===== src/hdl/smd_pkg.sv =====
// Types and constants shared by the stream message deframer modules.
`default_nettype none

package smd_pkg;

   localparam logic [7:0]  ESC_BYTE       = 8'hFF;
   localparam logic [15:0] MAX_BYTES_INIT = 16'hFFFF;

   typedef enum logic [1:0] {
      PH_NORMAL,
      PH_ESCAPE,
      PH_QUOTE
   } phase_type;

   typedef enum logic [1:0] {
      KIND_DATA,
      KIND_END,
      KIND_OVERFLOW
   } kind_type;

   typedef struct packed {
      logic        discard;
      phase_type   phase;
      logic [7:0]  quote_left;
      logic [15:0] message_bytes;
   } state_type;

   typedef struct packed {
      logic        valid;
      kind_type    kind;
      logic [7:0]  out_byte;
      logic [15:0] message_length;
   } result_type;

endpackage

`default_nettype wire


===== src/hdl/smd_update.sv =====
// Per-stream delimiting decode: next stream state and the result of one byte.
`default_nettype none

module smd_update
   import smd_pkg::*;
(
   input  state_type   cur_state,
   input  logic [7:0]  data_byte,
   input  logic [15:0] max_bytes,
   output state_type   nxt_state,
   output result_type  result
);

   logic       emit_req;
   logic [7:0] emit_byte;
   logic       end_mark;
   logic       over;

   always_comb begin
      emit_req  = 1'b0;
      emit_byte = data_byte;
      end_mark  = 1'b0;
      case (cur_state.phase)
         PH_QUOTE: begin
            emit_req = 1'b1;
         end
         PH_ESCAPE: begin
            if (data_byte == ESC_BYTE) begin
               end_mark = 1'b1;
            end else begin
               emit_req  = 1'b1;
               emit_byte = ESC_BYTE;
            end
         end
         default: begin
            emit_req = (data_byte != ESC_BYTE);
         end
      endcase
      over = emit_req && !cur_state.discard && (cur_state.message_bytes >= max_bytes);
   end

   always_comb begin
      nxt_state = cur_state;
      case (cur_state.phase)
         PH_QUOTE: begin
            nxt_state.quote_left = cur_state.quote_left - 8'd1;
            if (nxt_state.quote_left == 8'd0) begin
               nxt_state.phase = PH_NORMAL;
            end
         end
         PH_ESCAPE: begin
            if (end_mark) begin
               nxt_state.phase         = PH_NORMAL;
               nxt_state.message_bytes = '0;
               nxt_state.discard       = 1'b0;
            end else begin
               nxt_state.quote_left = data_byte;
               nxt_state.phase      = (data_byte != 8'd0) ? PH_QUOTE : PH_NORMAL;
            end
         end
         default: begin
            nxt_state.phase = (data_byte == ESC_BYTE) ? PH_ESCAPE : PH_NORMAL;
         end
      endcase
      if (emit_req && !cur_state.discard) begin
         if (over) begin
            nxt_state.discard       = 1'b1;
            nxt_state.message_bytes = '0;
         end else begin
            nxt_state.message_bytes = cur_state.message_bytes + 16'd1;
         end
      end
   end

   always_comb begin
      result = '0;
      if (emit_req && !cur_state.discard) begin
         result.valid = 1'b1;
         if (over) begin
            result.kind = KIND_OVERFLOW;
         end else begin
            result.kind     = KIND_DATA;
            result.out_byte = emit_byte;
         end
      end else if (end_mark && !cur_state.discard && (cur_state.message_bytes != 16'd0)) begin
         result.valid          = 1'b1;
         result.kind           = KIND_END;
         result.message_length = cur_state.message_bytes;
      end
   end

endmodule

`default_nettype wire


===== src/hdl/stream_message_deframer.sv =====
// Top level of the stream message deframer: per-stream state memory and result register.
//
//   Channel   Direction  Handshake              Payload
//   req_      in         req_tvalid/req_tready  tdata: stream, data_byte
//   rsp_      out        rsp_tvalid/rsp_tready  tdata: out_stream, out_byte, message_length;
//                                               tuser: kind
//   csr_      in         csr_valid/csr_ready    max_message_bytes
//
// One byte per cycle sustained unless the output stalls; each byte reads its stream state
// at the accepting edge and is decoded in the next cycle, and its result is written into
// the output register when the decode stage advances.
// A write-back to the same stream as the byte being read is forwarded into the read data.
// Reset clears the per-stream valid bits, so every stream starts empty.
// A full output register that is not taken stalls the decode stage and the input.
`default_nettype none

module stream_message_deframer
   import smd_pkg::*;
#(
   parameter int NUM_STREAMS = 16
)(
   input  wire logic        clock,
   input  wire logic        reset,
   input  wire logic        req_tvalid,
   output logic             req_tready,
   input  wire logic [15:0] req_tdata,   // [3:0] stream, [11:4] data_byte, [15:12] zero
   output logic             rsp_tvalid,
   input  wire logic        rsp_tready,
   output logic [31:0]      rsp_tdata,   // [3:0] out_stream, [11:4] out_byte,
                                         // [27:12] message_length, [31:28] zero
   output logic [1:0]       rsp_tuser,   // [1:0] kind
   input  wire logic        csr_valid,
   output logic             csr_ready,
   input  wire logic [15:0] csr_data     // [15:0] max_message_bytes
);

   localparam int IDX_W = (NUM_STREAMS > 1) ? $clog2(NUM_STREAMS) : 1;

   state_type            mem [NUM_STREAMS];
   logic [NUM_STREAMS-1:0] valid_ff;

   logic [15:0]      max_bytes_ff;
   logic             s1_valid_ff;
   logic             s1_in_range_ff;
   logic [3:0]       s1_stream_ff;
   logic [7:0]       s1_byte_ff;
   logic [IDX_W-1:0] s1_idx_ff;
   state_type        rd_ff;
   logic             rd_valid_ff;

   logic             rsp_valid_ff;
   logic [3:0]       rsp_stream_ff;
   kind_type         rsp_kind_ff;
   logic [7:0]       rsp_byte_ff;
   logic [15:0]      rsp_length_ff;

   logic [3:0]       req_stream;
   logic [IDX_W+3:0] req_idx_ext;
   logic [IDX_W-1:0] req_idx;
   logic             req_in_range;
   logic             req_accept;
   logic             fwd;
   state_type        cur_state;
   state_type        upd_state;
   result_type       upd_result;
   logic             res_valid;
   logic             s1_go;
   logic             wr_en;
   logic             s1_valid_in;

   assign req_stream   = req_tdata[3:0];
   assign req_idx_ext  = {{IDX_W{1'b0}}, req_stream};
   assign req_idx      = req_idx_ext[IDX_W-1:0];
   assign req_in_range = ({28'd0, req_stream} < 32'(NUM_STREAMS));

   assign cur_state = rd_valid_ff ? rd_ff : '0;

   smd_update u_update (
      .cur_state (cur_state),
      .data_byte (s1_byte_ff),
      .max_bytes (max_bytes_ff),
      .nxt_state (upd_state),
      .result    (upd_result)
   );

   assign res_valid   = upd_result.valid && s1_in_range_ff;
   assign s1_go       = s1_valid_ff && (!res_valid || !rsp_valid_ff || rsp_tready);
   assign wr_en       = s1_go && s1_in_range_ff;
   assign req_tready  = !reset && (!s1_valid_ff || s1_go);
   assign req_accept  = req_tvalid && req_tready;
   assign fwd         = wr_en && (s1_idx_ff == req_idx);
   assign s1_valid_in = req_accept || (s1_valid_ff && !s1_go);
   assign csr_ready   = !reset;

   always_ff @(posedge clock) begin
      if (reset) begin
         max_bytes_ff <= MAX_BYTES_INIT;
      end else if (csr_valid && csr_ready) begin
         max_bytes_ff <= csr_data;
      end
   end

   always_ff @(posedge clock) begin
      if (wr_en) begin
         mem[s1_idx_ff] <= upd_state;
      end
   end

   always_ff @(posedge clock) begin
      if (req_accept) begin
         rd_ff <= fwd ? upd_state : mem[req_idx];
      end
   end

   always_ff @(posedge clock) begin
      if (reset) begin
         valid_ff    <= '0;
         rd_valid_ff <= 1'b0;
      end else begin
         if (wr_en) begin
            valid_ff[s1_idx_ff] <= 1'b1;
         end
         if (req_accept) begin
            rd_valid_ff <= fwd || valid_ff[req_idx];
         end
      end
   end

   always_ff @(posedge clock) begin
      if (reset) begin
         s1_valid_ff <= 1'b0;
      end else begin
         s1_valid_ff <= s1_valid_in;
      end
   end

   always_ff @(posedge clock) begin
      if (req_accept) begin
         s1_in_range_ff <= req_in_range;
         s1_stream_ff   <= req_stream;
         s1_byte_ff     <= req_tdata[11:4];
         s1_idx_ff      <= req_idx;
      end
   end

   always_ff @(posedge clock) begin
      if (reset) begin
         rsp_valid_ff <= 1'b0;
      end else if (!rsp_valid_ff || rsp_tready) begin
         rsp_valid_ff <= s1_go && res_valid;
      end
   end

   always_ff @(posedge clock) begin
      if (s1_go && res_valid) begin
         rsp_stream_ff <= s1_stream_ff;
         rsp_kind_ff   <= upd_result.kind;
         rsp_byte_ff   <= upd_result.out_byte;
         rsp_length_ff <= upd_result.message_length;
      end
   end

   assign rsp_tvalid = rsp_valid_ff;
   assign rsp_tdata  = {4'd0, rsp_length_ff, rsp_byte_ff, rsp_stream_ff};
   assign rsp_tuser  = rsp_kind_ff;

   a_end_nonempty: assert property (@(posedge clock) disable iff (reset)
      rsp_valid_ff && (rsp_kind_ff == KIND_END) |-> rsp_length_ff != 16'd0)
      else $error("end result with zero length");

   a_byte_only_data: assert property (@(posedge clock) disable iff (reset)
      rsp_valid_ff && (rsp_kind_ff != KIND_DATA) |-> rsp_byte_ff == 8'd0)
      else $error("nonzero byte on a non-data result");

   a_stall_holds: assert property (@(posedge clock) disable iff (reset)
      s1_valid_ff && !s1_go |=> s1_valid_ff && $stable(s1_stream_ff) && $stable(s1_byte_ff))
      else $error("decode stage lost a stalled transaction");

   a_no_accept_on_stall: assert property (@(posedge clock) disable iff (reset)
      s1_valid_ff && !s1_go |-> !req_tready)
      else $error("input accepted while decode stage is stalled");

endmodule

`default_nettype wire

===== config.mk =====
export PLATFORM = sky130hd
export DESIGN_NAME = stream_message_deframer
export DESIGN_NICKNAME = d
export VERILOG_FILES = /design/src/hdl/smd_pkg.sv /design/src/hdl/smd_update.sv /design/src/hdl/stream_message_deframer.sv
export SDC_FILE = /design/constraint.sdc
export NUM_CORES = 1
export LEC_CHECK = 0
export ABC_AREA = 1
export BUFFER_PORTS_ARGS = -buffer_cell sky130_fd_sc_hd__buf_2
export CAP_MARGIN = 15
export CORE_MARGIN = 3
export CORE_UTILIZATION = 67
export DETAILED_ROUTE_END_ITERATION = 10
export PLACE_DENSITY_LB_ADDON = 0.2
export RECOVER_POWER = 25
export SETUP_SLACK_MARGIN = 0.05
export SYNTH_ARGS = -nofsm -noshare
export SYNTH_HDL_FRONTEND = slang
export SYNTH_SLANG_ARGS = --single-unit

===== constraint.sdc =====
create_clock -name clock -period 6.65 [get_ports clock]
set_input_delay 1.995 -clock clock [delete_from_list [all_inputs] [get_ports clock]]
set_output_delay 1.995 -clock clock [all_outputs]
set_load 0.01 [all_outputs]

==> results.md <==
- Routed via count: 15700
- Number of remaining DRC errors: 0
- Chip height: 190 µm
- Mean Syn Cell Area: 11.5 µm²
- Fin worst setup slack: 864 ps
- Final Wtd Congestion: 0.894
- Share of layout cells above drive strength 1: 0.0790
- Number of global-route vias before repair: 15100
- Async SR Flop Fraction: 0
- Clock share of power: 0.404
- Slew @ Worst Pin: 3330 ps
- Post-layout util: 0.754
- Worst slew margin: -1.22
- Power Dens Cells: 288 mW/mm²
- Clock root buffer: clkbuf_16
- Unrepaired setup endpoints after global routing: no
- Net Switching: 1.62 mW
- Initial Util: 0.688
- Overflow left after global routing: 0
- Sw frac: 0.226
- Clk pin slew, worst setup/hold paths: 60 ps
- Inserted Clock Buffers: 52
- Fmax achieved: 173 MHz
- Hold path cells: 2
- Place WS: 1720 ps
- Largest net degree at the start of global routing: 139
- Skew final: 10.3 ps
- IO buf count: 65
- Status: complete, but fails checks
- FP Rows: 66
- Cell Area, Synth: 0.0227 mm²
- Core Region: 0.0329 mm²
- Crit path max fanout: 53
- Longest Clk Path Bufs: 3
- Vias per cell: 6.30
- Leakage: 9.15 nW
- Primary FF master, synth: edfxtp_1
- Overall Global Routing Usage: 0.307
- Initial antenna violation count: 0
- Worst endpoint data arrival time: 6120 ps
- DRT Pass-1 Iters: 5
- EDFF count, synth: 501
- Crit. End Element: register
- Cell Count, Final, Fillers Out: 2493
- Routed Antenna Nets: 0
- DR WL/cell: 22.4 µm
- Worst Hold Class: reg2reg
- Slew Viols, Final: 151
- Comb power frac: 0.068
- Post-CTS sizing: 0
- Syn Inst Count: 1971
- Yosys Warn Count: 0
- Kind of critical path: in2reg
- Hold-fix buffers at CTS: 0
- Worst Path Required: 6990 ps
- Synthesis-to-layout area growth: 9.73%
- Register area share after synthesis: 0.695
- Post-Route WL: 55.7 mm
- DP HPWL: 30.4 mm
- DP Area: 0.0232 mm²
- Flops & latches, synth: 536
- Synth top area share: 0.664
- Fillers: 2081
- Area of the die: 0.0361 mm²
- Peak VDD IR: 230 µV
- Clk_lat worst skew: 590 ps
- CTS tree: yes
- Unique masters post-synth: 38
- Fin crit share: 0.870
- First-pass GRT wire length: 84.6 mm
- Dpl cells: 2395
- Worst-case reg-to-reg path depth: 12
- Final Hold Viols: 0
- Synth area leader: edfxtp_1
- Nets@finish: 2066
- IO Pins: 74
- Diode count: 0
- Drt initial violations: 1801
- Post-layout min period: 5790 ps
- Sequential share of power: 0.528
- Startpoint type of the worst setup path: primary input
- Final setup violation count: 0
- Int Power: 5.54 mW
- Fin Setup TNS: 0 ps
- Failing checks: capacitance limit, slew limit
- Clk sinks: 536
- Finished layout cell area: 0.0249 mm²
- Setup Buffers After CTS: 0
- Top-count cell post-synth: edfxtp_1
- Ranking of synthesized cells by area: edfxtp_1, o21ai_0, nand2_1
- H-tree Lvls: 2
- Max Cap Viol: 3
- Die W: 190 µm
- Most instantiated cells after synthesis: edfxtp_1, nand2_1, nor2_1
power groups by stage:
stage | clock, mW | sequential [mW] | combinational [mW]
after floorplan | 0 | 3.84 | 0.328
after global placement | 0 | 3.85 | 0.456
after detailed placement | 0 | 3.85 | 0.472
after CTS | 2.90 | 3.78 | 0.477
after global routing | 3.04 | 3.78 | 0.532
final | 2.89 | 3.78 | 0.485
cells in the final DEF (no fill, tap or decap), types with 3 or more instances in the layout:
master and n:
nand4_1 42, o21ai_1 4, nand3_2 7, nor2_1 274, dfxtp_1 35, buf_2 30, nand3_1 44, o21ai_0 268
conb_1 4, edfxtp_1 501, o21ai_2 4, clkinv_1 12, o221ai_1 38, xor2_1 7, inv_1 131, o211ai_1 19
nor3_1 3, clkinv_2 13, nand2_1 281, buf_4 30, nand2_2 5, bufinv_16 5, o22ai_1 70, clkbuf_1 50
clkbuf_16 53, clkinvlp_4 4, a21oi_1 80, ha_1 20
worst max-delay path: stages:
cell      delay, ps
buf_2           540
clkbuf_1       2410
o221ai_1        600
o21ai_1         300
nand2_1         110
nand3_2          90
nand2_1          60
metrics by stage:
step / hold WS [ps] / power, mW
after floorplan: 427 / 4.17
after global placement: 433 / 4.30
after detailed placement: 438 / 4.32
after CTS: 448 / 7.16
after global routing: 467 / 7.36
final: 447 / 7.15
routing by layer:
layer | GRT usage | share of wire
met4 | 0.116 | 0.033
met2 | 0.507 | 0.48
met5 | 0 | 0
met3 | 0.0569 | 0.11
met1 | 0.414 | 0.38
worst paths after layout:
| check | end | slack [ps] | startpoint |
|---|---|---|---|
| hold / removal | valid_ff[3]$_SDFFE_PP0P_ | 450 | valid_ff[3]$_SDFFE_PP0P_ |
| hold reg to reg | valid_ff[3]$_SDFFE_PP0P_ | 450 | valid_ff[3]$_SDFFE_PP0P_ |
| setup / recovery | rd_ff[19]$_DFFE_PP_ | 860 | req_tdata[2] |
| setup reg to reg | rd_ff[15]$_DFFE_PP_ | 1430 | rd_valid_ff$_SDFFE_PP0P_ |
registers in the layout, indices dropped and copies added, names as in the netlist, 4 cells and up:
signal / count
rd_ff: 27
max_bytes_ff: 16
rsp_byte_ff: 8
s1_idx_ff: 4
s1_byte_ff: 8
mem: 432
rsp_stream_ff: 4
rsp_length_ff: 16
valid_ff: 16
logic make-up (layout without fill, tap and decap cells):
group,count (synthesis),after routing,share of synthesized area
fa+ha+maj,20,20,0.0110
other cells,1,4,0.000166
compound gates,487,487,0.121
simple gates,661,661,0.121
flops,536,536,0.695
buf+inv,257,334,0.0483
xor+xnor,9,9,0.00348
cell type report:
cell class,count,area [µm²],share of cell area
tap,442,553,0.0222
timing repair buffer,103,544,0.0219
clock inverter,35,332,0.0133
sequential,536,15700,0.633
multi-input combinational,1181,5810,0.234
clock buffer,61,1360,0.0546
inverter,135,513,0.0206
No activity file was read; power rests on OpenSTA's default activity.
